--- config.mk ---
export PLATFORM = sky130hd
export DESIGN_NAME = weighted_fair_task_scheduler
export DESIGN_NICKNAME = d
export VERILOG_FILES = /design/src/hw/rtl/wfts_pkg.sv /design/src/hw/rtl/weighted_fair_task_scheduler.sv /design/src/hw/rtl/wfts_ram.sv
export VERILOG_INCLUDE_DIRS = /design/src /design/src/hw/rtl
export SDC_FILE = /design/constraint.sdc
export NUM_CORES = 2
export LEC_CHECK = 0
export BUFFER_PORTS_ARGS = -buffer_cell sky130_fd_sc_hd__buf_2
export CAP_MARGIN = 20
export CORE_AREA = 2 2 303 380
export CTS_BUF_LIST = sky130_fd_sc_hd__clkbuf_4 sky130_fd_sc_hd__clkbuf_8
export DETAILED_ROUTE_END_ITERATION = 10
export DIE_AREA = 0 0 305 382
export PLACE_DENSITY = 0.86
export SETUP_SLACK_MARGIN = 0.02
export SYNTH_ARGS = -nofsm -noshare
export SYNTH_HDL_FRONTEND = slang
export SYNTH_SLANG_ARGS = --single-unit
--- constraint.sdc ---
create_clock -name aclk -period 5.7 [get_ports aclk]
set_clock_uncertainty 0.1 [all_clocks]
set_input_delay 0.57 -clock aclk [delete_from_list [all_inputs] [get_ports aclk]]
set_output_delay 0.57 -clock aclk [all_outputs]
set_load 0.02 [all_outputs]
--- src/hw/rtl/assert_macros.svh ---
// Assertion macros shared by the RTL.
`ifndef ASSERT_MACROS_SVH
`define ASSERT_MACROS_SVH

`ifndef SYNTH

// Check a property on every clock edge outside reset.
`define WFTS_ASSERT(lbl, clk, rstn, prop, msg) \
    lbl: assert property (@(posedge clk) disable iff (!rstn) prop) else $error(msg);

// Check that a consequent holds in the cycle after its antecedent.
`define WFTS_ASSERT_NEXT(lbl, clk, rstn, ante, cons, msg) \
    lbl: assert property (@(posedge clk) disable iff (!rstn) (ante) |=> (cons)) \
        else $error(msg);

`else

`define WFTS_ASSERT(lbl, clk, rstn, prop, msg)
`define WFTS_ASSERT_NEXT(lbl, clk, rstn, ante, cons, msg)

`endif

`endif

--- src/hw/rtl/wfts_pkg.sv ---
package wfts_pkg;

    localparam int TASK_ID_W     = 22;
    localparam int NICE_W        = 3;
    localparam int RT_W          = 48;
    localparam int WEIGHT_W      = 17;
    localparam int NUM_WEIGHTS   = 5;
    localparam int CFG_IDX_W     = 3;
    localparam int S_DATA_W      = 32;
    localparam int M_USER_W      = 2;
    localparam int DEF_MAX_TASKS = 16;

    typedef logic [CFG_IDX_W-1:0] widx_t;

    localparam widx_t WIDX_MINUS2 = 3'd0;
    localparam widx_t WIDX_MINUS1 = 3'd1;
    localparam widx_t WIDX_ZERO   = 3'd2;
    localparam widx_t WIDX_PLUS1  = 3'd3;
    localparam widx_t WIDX_PLUS2  = 3'd4;

    localparam logic [NICE_W-1:0] NICE_MINUS1 = 3'b111;
    localparam logic [NICE_W-1:0] NICE_ZERO   = 3'b000;
    localparam logic [NICE_W-1:0] NICE_PLUS1  = 3'b001;

    localparam logic KIND_ADD  = 1'b0;
    localparam logic KIND_TICK = 1'b1;

    typedef logic [WEIGHT_W-1:0] weight_t;

    localparam weight_t WEIGHT_RESET [NUM_WEIGHTS] = '{
        17'd41943, 17'd52429, 17'd65536, 17'd81920, 17'd102400
    };

    typedef struct packed {
        logic [RT_W-1:0]      rt;
        logic [NICE_W-1:0]    nice;
        logic [TASK_ID_W-1:0] id;
    } entry_t;

    localparam int ENTRY_W = $bits(entry_t);

    typedef enum logic [1:0] {
        ST_IDLE,
        ST_HEAD,
        ST_WALK,
        ST_EMIT
    } st_t;

    // Saturate out-of-range nice codes to the nearest weight.
    function automatic widx_t weight_index(input logic [NICE_W-1:0] nice);
        widx_t idx;
        if (nice[NICE_W-1]) begin
            idx = (nice == NICE_MINUS1) ? WIDX_MINUS1 : WIDX_MINUS2;
        end else if (nice == NICE_ZERO) begin
            idx = WIDX_ZERO;
        end else if (nice == NICE_PLUS1) begin
            idx = WIDX_PLUS1;
        end else begin
            idx = WIDX_PLUS2;
        end
        return idx;
    endfunction

endpackage

--- src/hw/rtl/weighted_fair_task_scheduler.sv ---
// Channel | Direction | Handshake          | Payload
// s_      | in        | s_tvalid/s_tready  | tuser: kind; tdata: task_id, nice_level
// m_      | out       | m_tvalid/m_tready  | tuser: running_valid, add_rejected;
//         |           |                    | tdata: running_id, running_nice,
//         |           |                    |        running_vruntime, queue_count
// cfg_    | in        | cfg_valid/cfg_ready| cfg_addr: weight index; cfg_wdata: weight
//
// An add goes from ST_IDLE straight to ST_EMIT; a tick on a non-empty queue passes ST_HEAD
// and may walk the queue RAM in ST_WALK, one entry a cycle on its one read and one write port.
// Reset (aresetn low, synchronous) empties the queue and clears the running task.
// s_tready is high only between items; a held result keeps the block in ST_EMIT,
// so the next input transfer waits until the output register frees.
// Configuration writes are always taken.
`include "assert_macros.svh"

module weighted_fair_task_scheduler #(
    parameter int MAX_TASKS = wfts_pkg::DEF_MAX_TASKS,
    localparam int CNT_W    = $clog2(MAX_TASKS + 1),
    localparam int OUT_BITS = wfts_pkg::TASK_ID_W + wfts_pkg::NICE_W + wfts_pkg::RT_W + CNT_W,
    localparam int M_DATA_W = ((OUT_BITS + 7) / 8) * 8
) (
    input  logic                              aclk,
    input  logic                              aresetn,

    input  logic                              s_tvalid,
    output logic                              s_tready,
    input  logic [wfts_pkg::S_DATA_W-1:0]     s_tdata,   // task_id, nice_level
    input  logic                              s_tuser,   // kind

    output logic                              m_tvalid,
    input  logic                              m_tready,
    output logic [M_DATA_W-1:0]               m_tdata,   // running_id, running_nice,
                                                         // running_vruntime, queue_count
    output logic [wfts_pkg::M_USER_W-1:0]     m_tuser,   // running_valid, add_rejected

    input  logic                              cfg_valid,
    output logic                              cfg_ready,
    input  logic [wfts_pkg::CFG_IDX_W-1:0]    cfg_addr,
    input  logic [wfts_pkg::WEIGHT_W-1:0]     cfg_wdata
);

    import wfts_pkg::*;

    localparam int IDX_W = $clog2(MAX_TASKS);

    st_t state_reg, state_next;

    weight_t weight_reg [NUM_WEIGHTS];

    logic [CNT_W-1:0]     cnt_reg, cnt_next;
    logic [CNT_W-1:0]     j_reg, j_next;
    logic                 pop_reg, pop_next;
    logic                 rej_reg, rej_next;
    logic                 cur_valid_reg, cur_valid_next;
    logic [TASK_ID_W-1:0] cur_id_reg, cur_id_next;
    logic [NICE_W-1:0]    cur_nice_reg, cur_nice_next;
    logic [RT_W-1:0]      cur_rt_reg, cur_rt_next;
    logic [TASK_ID_W-1:0] ins_id_reg, ins_id_next;
    logic [NICE_W-1:0]    ins_nice_reg, ins_nice_next;
    logic [RT_W-1:0]      ins_rt_reg, ins_rt_next;

    logic                 m_tvalid_reg, m_tvalid_next;
    logic [M_DATA_W-1:0]  m_tdata_reg, m_tdata_next;
    logic [M_USER_W-1:0]  m_tuser_reg, m_tuser_next;

    logic                 ram_we;
    logic [IDX_W-1:0]     ram_waddr;
    entry_t               ram_wdata;
    logic [IDX_W-1:0]     ram_raddr;
    logic [ENTRY_W-1:0]   ram_rdata;
    entry_t               rd_entry;

    logic                 s_fire;
    logic                 out_free;
    logic                 at_end;
    logic                 rt_le;
    logic                 q_full;
    logic [CNT_W-1:0]     j_dec;
    logic [CNT_W-1:0]     j_inc;
    logic [RT_W:0]        charge_sum;
    logic [RT_W-1:0]      charged_rt;
    weight_t              cur_weight;
    logic [OUT_BITS-1:0]  out_fields;

    wfts_ram #(
        .WIDTH (ENTRY_W),
        .DEPTH (MAX_TASKS)
    ) u_queue_ram (
        .aclk  (aclk),
        .we    (ram_we),
        .waddr (ram_waddr),
        .wdata (ram_wdata),
        .raddr (ram_raddr),
        .rdata (ram_rdata)
    );

    assign rd_entry  = entry_t'(ram_rdata);
    assign s_tready  = (state_reg == ST_IDLE);
    assign s_fire    = s_tvalid && s_tready;
    assign out_free  = !m_tvalid_reg || m_tready;
    assign at_end    = (j_reg == cnt_reg);
    assign rt_le     = (ins_rt_reg <= rd_entry.rt);
    assign q_full    = (cnt_reg == CNT_W'(MAX_TASKS));
    assign j_dec     = j_reg - CNT_W'(1);
    assign j_inc     = j_reg + CNT_W'(1);
    assign cfg_ready = 1'b1;

    assign cur_weight = weight_reg[weight_index(cur_nice_reg)];
    assign charge_sum = {1'b0, cur_rt_reg} + (RT_W + 1)'(cur_weight);
    assign charged_rt = charge_sum[RT_W] ? {RT_W{1'b1}} : charge_sum[RT_W-1:0];

    always_comb begin
        state_next = state_reg;
        unique case (state_reg)
            ST_IDLE: begin
                if (s_fire) begin
                    if (s_tuser == KIND_ADD || cnt_reg == '0) begin
                        state_next = ST_EMIT;
                    end else begin
                        state_next = ST_HEAD;
                    end
                end
            end
            ST_HEAD: begin
                if (!pop_reg && rt_le) begin
                    state_next = ST_EMIT;
                end else begin
                    state_next = ST_WALK;
                end
            end
            ST_WALK: begin
                if (at_end || (!pop_reg && rt_le)) begin
                    state_next = ST_EMIT;
                end
            end
            ST_EMIT: begin
                if (out_free) begin
                    state_next = ST_IDLE;
                end
            end
            default: state_next = ST_IDLE;
        endcase
    end

    always_comb begin
        cnt_next       = cnt_reg;
        j_next         = j_reg;
        pop_next       = pop_reg;
        rej_next       = rej_reg;
        cur_valid_next = cur_valid_reg;
        cur_id_next    = cur_id_reg;
        cur_nice_next  = cur_nice_reg;
        cur_rt_next    = cur_rt_reg;
        ins_id_next    = ins_id_reg;
        ins_nice_next  = ins_nice_reg;
        ins_rt_next    = ins_rt_reg;
        ram_we         = 1'b0;
        ram_waddr      = j_dec[IDX_W-1:0];
        ram_wdata      = rd_entry;
        ram_raddr      = '0;

        unique case (state_reg)
            ST_IDLE: begin
                if (s_fire) begin
                    if (s_tuser == KIND_ADD) begin
                        rej_next = q_full;
                        if (!q_full) begin
                            ram_we         = 1'b1;
                            ram_waddr      = cnt_reg[IDX_W-1:0];
                            ram_wdata.rt   = '0;
                            ram_wdata.nice = s_tdata[TASK_ID_W +: NICE_W];
                            ram_wdata.id   = s_tdata[TASK_ID_W-1:0];
                            cnt_next       = cnt_reg + CNT_W'(1);
                        end
                    end else begin
                        rej_next = 1'b0;
                        pop_next = !cur_valid_reg;
                        if (cur_valid_reg) begin
                            cur_rt_next = charged_rt;
                            ins_rt_next = charged_rt;
                        end
                    end
                end
            end
            ST_HEAD: begin
                ram_raddr = IDX_W'(1);
                j_next    = CNT_W'(1);
                if (pop_reg || !rt_le) begin
                    cur_valid_next = 1'b1;
                    cur_id_next    = rd_entry.id;
                    cur_nice_next  = rd_entry.nice;
                    cur_rt_next    = rd_entry.rt;
                    ins_id_next    = cur_id_reg;
                    ins_nice_next  = cur_nice_reg;
                end
            end
            ST_WALK: begin
                ram_raddr = j_inc[IDX_W-1:0];
                if (pop_reg) begin
                    if (at_end) begin
                        cnt_next = cnt_reg - CNT_W'(1);
                    end else begin
                        ram_we = 1'b1;
                        j_next = j_inc;
                    end
                end else if (at_end || rt_le) begin
                    ram_we         = 1'b1;
                    ram_wdata.rt   = ins_rt_reg;
                    ram_wdata.nice = ins_nice_reg;
                    ram_wdata.id   = ins_id_reg;
                end else begin
                    ram_we = 1'b1;
                    j_next = j_inc;
                end
            end
            ST_EMIT: begin
            end
            default: begin
            end
        endcase
    end

    assign out_fields = {
        cnt_reg,
        cur_valid_reg ? cur_rt_reg   : {RT_W{1'b0}},
        cur_valid_reg ? cur_nice_reg : {NICE_W{1'b0}},
        cur_valid_reg ? cur_id_reg   : {TASK_ID_W{1'b0}}
    };

    always_comb begin
        m_tvalid_next = m_tvalid_reg && !m_tready;
        m_tdata_next  = m_tdata_reg;
        m_tuser_next  = m_tuser_reg;
        if (state_reg == ST_EMIT && out_free) begin
            m_tvalid_next = 1'b1;
            m_tdata_next  = M_DATA_W'(out_fields);
            m_tuser_next  = {rej_reg, cur_valid_reg};
        end
    end

    always_ff @(posedge aclk) begin
        if (!aresetn) begin
            state_reg     <= ST_IDLE;
            cnt_reg       <= '0;
            j_reg         <= '0;
            pop_reg       <= 1'b0;
            rej_reg       <= 1'b0;
            cur_valid_reg <= 1'b0;
            cur_id_reg    <= '0;
            cur_nice_reg  <= '0;
            cur_rt_reg    <= '0;
            m_tvalid_reg  <= 1'b0;
            for (int i = 0; i < NUM_WEIGHTS; i++) begin
                weight_reg[i] <= WEIGHT_RESET[i];
            end
        end else begin
            state_reg     <= state_next;
            cnt_reg       <= cnt_next;
            j_reg         <= j_next;
            pop_reg       <= pop_next;
            rej_reg       <= rej_next;
            cur_valid_reg <= cur_valid_next;
            cur_id_reg    <= cur_id_next;
            cur_nice_reg  <= cur_nice_next;
            cur_rt_reg    <= cur_rt_next;
            m_tvalid_reg  <= m_tvalid_next;
            if (cfg_valid && cfg_ready && cfg_addr < CFG_IDX_W'(NUM_WEIGHTS)) begin
                weight_reg[cfg_addr] <= cfg_wdata;
            end
        end
    end

    always_ff @(posedge aclk) begin
        ins_id_reg   <= ins_id_next;
        ins_nice_reg <= ins_nice_next;
        ins_rt_reg   <= ins_rt_next;
        m_tdata_reg  <= m_tdata_next;
        m_tuser_reg  <= m_tuser_next;
    end

    assign m_tvalid = m_tvalid_reg;
    assign m_tdata  = m_tdata_reg;
    assign m_tuser  = m_tuser_reg;

    `WFTS_ASSERT(a_cnt_bound, aclk, aresetn, cnt_reg <= CNT_W'(MAX_TASKS), "queue count overflow")
    `WFTS_ASSERT(a_walk_range, aclk, aresetn, (state_reg == ST_WALK) |-> (j_reg != '0 && j_reg <= cnt_reg), "walk index out of range")
    `WFTS_ASSERT_NEXT(a_add_count, aclk, aresetn, s_fire && s_tuser == KIND_ADD && !q_full, cnt_reg == $past(cnt_reg) + CNT_W'(1), "add did not grow queue")
    `WFTS_ASSERT_NEXT(a_tick_keep, aclk, aresetn, s_fire && s_tuser == KIND_TICK && cur_valid_reg, cur_valid_reg && cnt_reg == $past(cnt_reg), "tick changed queue count")

endmodule

--- src/hw/rtl/wfts_ram.sv ---
module wfts_ram #(
    parameter int WIDTH  = 8,
    parameter int DEPTH  = 16,
    localparam int ADDR_W = (DEPTH > 1) ? $clog2(DEPTH) : 1
) (
    input  logic              aclk,
    input  logic              we,
    input  logic [ADDR_W-1:0] waddr,
    input  logic [WIDTH-1:0]  wdata,
    input  logic [ADDR_W-1:0] raddr,
    output logic [WIDTH-1:0]  rdata
);

    logic [WIDTH-1:0] mem_reg [DEPTH];
    logic [WIDTH-1:0] rdata_reg;

    always_ff @(posedge aclk) begin
        if (we) begin
            mem_reg[waddr] <= wdata;
        end
        rdata_reg <= mem_reg[raddr];
    end

    assign rdata = rdata_reg;

endmodule
-- Word level (Yosys, flattened, before mapping)
Memory sizes are Yosys's and may differ from the RTL's. A register that Yosys moved wholly into a read port is not among the register bits.
Index checks and enable logic that the tools add are counted.
- add/subtract/negate cells: 5
- magnitude comparators: 2
- equality and inequality tests: 19
- mux-type cells: 54
- bitwise logic cells: 1
- reduce and logical (&&, ||, !) cells: 30
- operators with widths (kind ; count):
    $mux W73 ; 5
    $mux W48 ; 5
    $pmux W73 S2 ; 1
    $pmux W48 S2 ; 1
    $add A48 B17 Y49 ; 1
    $le A48 B48 Y1 ; 1
    $mux W5 ; 8
    $pmux W5 S2 ; 2
    $mux W17 ; 1
    $reduce_or A17 Y1 ; 1
    $mux W1 ; 16
    $mux W4 ; 4
    $ne A2 B2 Y1 const B ; 7
    $mux W3 ; 4
    $add A5 B1 Y5 const B ; 2
    $reduce_and A3 Y1 ; 3
    $mux W2 ; 4
    $pmux W2 S4 ; 1
    $pmux W4 S2 ; 1
    $ne A2 B1 Y1 const B ; 3
    $ne A3 B3 Y1 const B ; 2
    $reduce_and A6 Y1 ; 1
    $reduce_bool A2 Y1 ; 3
    $eq A5 B5 Y1 ; 1
    other kinds (19) ; 33
- register bits: 242
- RAM bits: 1253
- input bits: 58
- word-level logic and storage cells: 129
- memories: 2
- memory list (name ; depth ; bits a word ; rd ports ; clocked after Yosys merged registers in ; write ports ; RTL line ; source):
    u_queue_ram.mem_reg ; 16 ; 73 ; 1 ; 1 ; 1 ; wfts_ram.sv:14 ; logic [WIDTH-1:0] mem_reg [DEPTH];
    weight_reg ; 5 ; 17 ; 1 ; 0 ; 5 ; weighted_fair_task_scheduler.sv:48 ; weight_t weight_reg [NUM_WEIGHTS];

-- Longest topological paths before layout
An unclocked memory read counts as a cell.
- depth in word-level cells: 11
- mapped depth: 17
- mapped depth without buffers: 16

-- By module
From an unflattened synthesis, not the netlist that was laid out.
- cells, all modules: 3601
- area total of the unflattened synthesis: 62965.4 µm²
- by module, submodules not included (module ; times used ; cells each ; area an instance (µm²) ; seq. area each (µm²)):
    wfts_ram ; 1 ; 1875 ; 45127.0 ; 36535.0
    weighted_fair_task_scheduler ; 1 ; 1726 ; 17838.4 ; 8928.6

-- Worst setup path after synthesis
OpenSTA, ideal clock, no wires.
- kind: register to register
- start point: reg state_reg[1]
- end point: mem u_queue_ram.mem_reg[11][0] (netlist name), enable pin
- data arrival time: 5046 ps
- path slack: 41 ps
- cell stages (with the launch flop): 9
- buffers on the path: 1
- cells stage by stage: dfxtp_1 > inv_1 > ha_1 > nand2_1 > nor2_1 > clkbuf_1 > nand2_1 > o31ai_1 > nor2b_1
- word-level cells in the longest chain between the ends: 6
- elaborated cells between the ends (all ways): 9
- those cells by class: eq/ne: 1; mux: 6; reduce/logical: 2
- RTL lines (item ; RTL line ; source):
    from (decl) ; weighted_fair_task_scheduler.sv:46 ; st_t state_reg, state_next;
    from (signal assigned) ; weighted_fair_task_scheduler.sv:257 ; state_reg <= state_next;
    $logic_not A2 Y1 (*) ; weighted_fair_task_scheduler.sv:98 ; assign s_tready = (state_reg == ST_IDLE);
    net s_tready ; weighted_fair_task_scheduler.sv:26 ; output logic s_tready,
    $logic_and A1 B1 Y1 ; weighted_fair_task_scheduler.sv:99 ; assign s_fire = s_tvalid && s_tready;
    $mux W1 ; weighted_fair_task_scheduler.sv:164 ; if (s_fire) begin
    $pmux W1 S2 ; weighted_fair_task_scheduler.sv:162 ; unique case (state_reg)
    $mux W1 ; wfts_ram.sv:18 ; if (we) begin
    $mux W1 (not written as such) ; wfts_ram.sv:19 ; mem_reg[waddr] <= wdata;
    to (decl) ; wfts_ram.sv:14 ;
The timed path passes the listed nets; every way through them passes the cells marked *.

-- Worst setup path in the final report
- start point: reg cur_nice_reg[1]
- end point: reg cur_rt_reg[33]
- word-level cells in the longest chain between the ends: 11
- elaborated cells between the ends (all ways): 14
- those cells by class: add/sub: 1; eq/ne: 2; mux: 9; reduce/logical: 1; memory: 1
- RTL lines (item ; RTL line ; source):
    from (decl) ; weighted_fair_task_scheduler.sv:56 ; logic [NICE_W-1:0] cur_nice_reg, cur_nice_next;
    from (signal assigned) ; weighted_fair_task_scheduler.sv:264 ; cur_nice_reg <= cur_nice_next;
    $eq A3 B1 Y1 ; wfts_pkg.sv:56 ; end else if (nice == NICE_PLUS1) begin
    $mux W3 ; wfts_pkg.sv:56 ;
    $mux W3 ; wfts_pkg.sv:54 ; end else if (nice == NICE_ZERO) begin
    $mux W3 (*) ; wfts_pkg.sv:52 ; if (nice[NICE_W-1]) begin
    $mem_v2 Z5 W17 (*) ; -- ;
    $add A48 B17 Y49 (*) ; weighted_fair_task_scheduler.sv:109 ; assign charge_sum = {1'b0, cur_rt_reg} + (RT_W + 1)'(cur_weight);
    $mux W48 (*) ; weighted_fair_task_scheduler.sv:110 ; assign charged_rt = charge_sum[RT_W] ? {RT_W{1'b1}} : charge_sum[RT_W-1:0];
    $mux W48 (*) ; weighted_fair_task_scheduler.sv:178 ; if (cur_valid_reg) begin
    $mux W48 (*) ; weighted_fair_task_scheduler.sv:165 ; if (s_tuser == KIND_ADD) begin
    $mux W48 (*) ; weighted_fair_task_scheduler.sv:164 ;
    $pmux W48 S2 (*) ; weighted_fair_task_scheduler.sv:162 ;
    to (signal assigned) ; weighted_fair_task_scheduler.sv:265 ; cur_rt_reg <= cur_rt_next;
    to (decl) ; weighted_fair_task_scheduler.sv:57 ; logic [RT_W-1:0] cur_rt_reg, cur_rt_next;
Every way passes the cells marked *; elsewhere a longest branch is shown, timed or not. The select of a mux whose other input is x is not followed.
A chain may end at the register's enable or synchronous reset.

==> reports/metrics.csv <==
metric,value,unit
status,completed,
cts.htree.levels,4,
place.gp.congestion,0.9426,
arrival,5490,ps
met3_usage,0.04911,
fin_cells,6829,
drcViolationCount,0,
grt_use_total,0.2864,
wl_per_cell,24.90,µm
floorplan.initialDensity,0.5870,
required,6380,ps
drive_above_1_share,0.1344,
dp.cells,6399,
ys_ff_latch,1568,
crit_fanout,19,
yosys.area.top_type_share,0.6379,
p_leak,25.54,nW
synthesis.area,66180,µm²
fill_cells,7380,
die_h,382,µm
timing_worst_slew_pin_value,1355,ps
relSlewSlack,0.09694,
grtUsageMet2,0.4837,
timing.final.crit_share,0.8438,
yosys-top-cells-area,"edfxtp_1 64%, dfxtp_1 4.9%, nand2_1 3.4%",
port_buffers,132,
antenna_found_initial,3,
clkLatencyLatePin,910,ps
place_hpwl,91790,µm
grt_max_degree,233,
area_delta_synth_final,10.88,%
cts_buffer_depth,3,
hold_ws,174.7,ps
viasPerCell,6.525,
io_pins,143,
busiest_layer,met2,
cts_root_buf,clkbuf_8,
ys_warn_count,0,
min_period,4810,ps
min_path_cells,4,
layout_setup_ws,890.5,ps
fin_setup_tns,0,ps
grt_setup_unrepaired,false,
path_class,flip-flop to flip-flop,
cts.sinks,1568,
die_area,116500,µm²
clkTransAtPathRegs,60,ps
wl,170100,µm
grt_pass1_vias,44100,
power.density,517.2,nW/µm²
syn_area_per_cell,13.15,µm²
core.rowCount,138,
fmax,207.9,MHz
start_kind,flip-flop,
grt-ovfl-total,0,
yosysUniqueCellTypes,83,
postSynthCellCount,5033,
postRouteAntennaNets,0,
ys.flop_type,edfxtp_1,
yosysSeqAreaShare,0.6869,
critPathCaptureType,flip-flop,
nets,5302,
synthArstFlopShare,0,
power,37.95,mW
post_cts_resized,0,
drv_slew,0,
cts_buffers,214,
drv_cap,0,
use_met1,0.3447,
cts_tree,built,
peakVddDrop,0.6571,mV
firstDrtPassIters,6,
hold_viol_final,0,
rr_worst_depth,10,
grt_pass1_wl,254700,µm
coreArea,112800,µm²
drtIter0Drc,5815,
synth_enable_flop_cells,1406,
pre_cts_ws,1180,ps
hold_path_class,input port to flip-flop,
yosysTopAreaCell,edfxtp_1,
die_x,305,µm
via_count,44560,
setup_violations,0,
largest_reg_flops,1168,
==> repair_timing <==
item	4_1_cts	5_1_grt
endpoints found under the hold margin	99	0
hold buffers	21	0
setup buffers	0	0
==> cell usage in the layout, fill, tap and decap left out, types with 37 or more instances in the layout <==
master / synthesis / final
edfxtp_1: 1406 / 1406
nand2_1: 604 / 603
o21ai_0: 261 / 261
o211ai_1: 240 / 240
clkbuf_8: 0 / 233
nand3b_1: 219 / 219
nor2_1: 218 / 201
mux2i_1: 201 / 201
nand3_1: 164 / 163
dfxtp_1: 162 / 161
inv_1: 159 / 158
a311oi_1: 150 / 150
and2_1: 146 / 145
a21oi_1: 142 / 142
buf_2: 39 / 131
buf_4: 10 / 127
clkbuf_4: 0 / 87
a31oi_1: 81 / 81
ha_1: 74 / 72
and3_1: 45 / 45
nand2b_1: 37 / 37
clkinv_1: 0 / 37
==> per-stage QoR <==
step / cell area (µm²) / util
after floorplan: 66190 / -
after global placement: 68630 / 0.6087
after detailed placement: 68630 / 0.6087
after CTS: 73360 / 0.6507
after global routing: 73380 / 0.6509
final: 73380 / 0.6509
==> cells by family (layout without fill, tap and decap cells) <==
logic type / after synthesis / count (layout) / synth area share
adder cells (fa/ha/maj): 76 / 76 / 0.01459
XOR/XNOR: 53 / 53 / 0.007014
other: 2 / 5 / 0.0001135
buffers and inverters: 534 / 857 / 0.03286
AND/OR/NAND/NOR: 1507 / 1507 / 0.1130
flip-flops: 1568 / 1568 / 0.6869
AO/OA/AOI/OAI: 1079 / 1079 / 0.1129
multiplexers: 214 / 214 / 0.03261
==> layer usage <==
layer,wire length (µm),vias up
met1,57900,21480
li1,-,19320
met5,22,-
met2,84590,3116
met3,17550,638
met4,9992,2
==> report_power, final <==
group | internal, mW | leakage [nW] | total (mW) | switching [mW]
Clock | 4.72 | 2.40 | 8.90 | 4.19
Combinational | 3.39 | 9.00 | 12.3 | 8.87
Sequential | 16.0 | 14.1 | 16.8 | 0.753
==> worst max-delay path, cell delays in order (launching register included) <==
cell	delay (ps)
dfxtp_1	500
or2_2	520
o211ai_1	490
ha_1	410
a21o_1	200
a21oi_1	500
and2_1	380
a311oi_4	110
a21oi_2	920
a32oi_1	240
o221a_2	310
==> cells in the mapped netlist (29+ instances only) <==
cell	number
edfxtp_1	1406
nand2_1	604
clkbuf_1	271
o21ai_0	261
o211ai_1	240
nand3b_1	219
nor2_1	218
mux2i_1	201
nand3_1	164
dfxtp_1	162
inv_1	159
a311oi_1	150
and2_1	146
a21oi_1	142
a31oi_1	81
ha_1	74
and3_1	45
buf_1	43
buf_2	39
nand2b_1	37
o311ai_1	37
xnor2_1	32
a221o_1	29
==> path summary, 6_finish.rpt <==
path | startpoint | endpoint | slack [ps]
setup / recovery | cur_nice_reg[1] | cur_rt_reg[33] | 890
hold / removal | cfg_addr[1] | weight_reg[1][10] | 170
setup reg to reg | cur_nice_reg[1] | cur_rt_reg[33] | 890
hold reg to reg | u_queue_ram.rdata[6] | cur_id_reg[6] | 340
==> area by class of cell <==
class / count / area [µm²] / share of cell area
multi-input combinational: 2932 / 18850 / 0.2569
clock buffer: 320 / 3860 / 0.05260
clock inverter: 85 / 665.6 / 0.009071
antenna: 2 / 5.005 / 0.00006820
sequential: 1568 / 45460 / 0.6195
tap: 1470 / 1839 / 0.02506
timing repair buffer: 293 / 2100 / 0.02861
inverter: 159 / 596.8 / 0.008133
No activity file was read; power rests on OpenSTA's default activity.
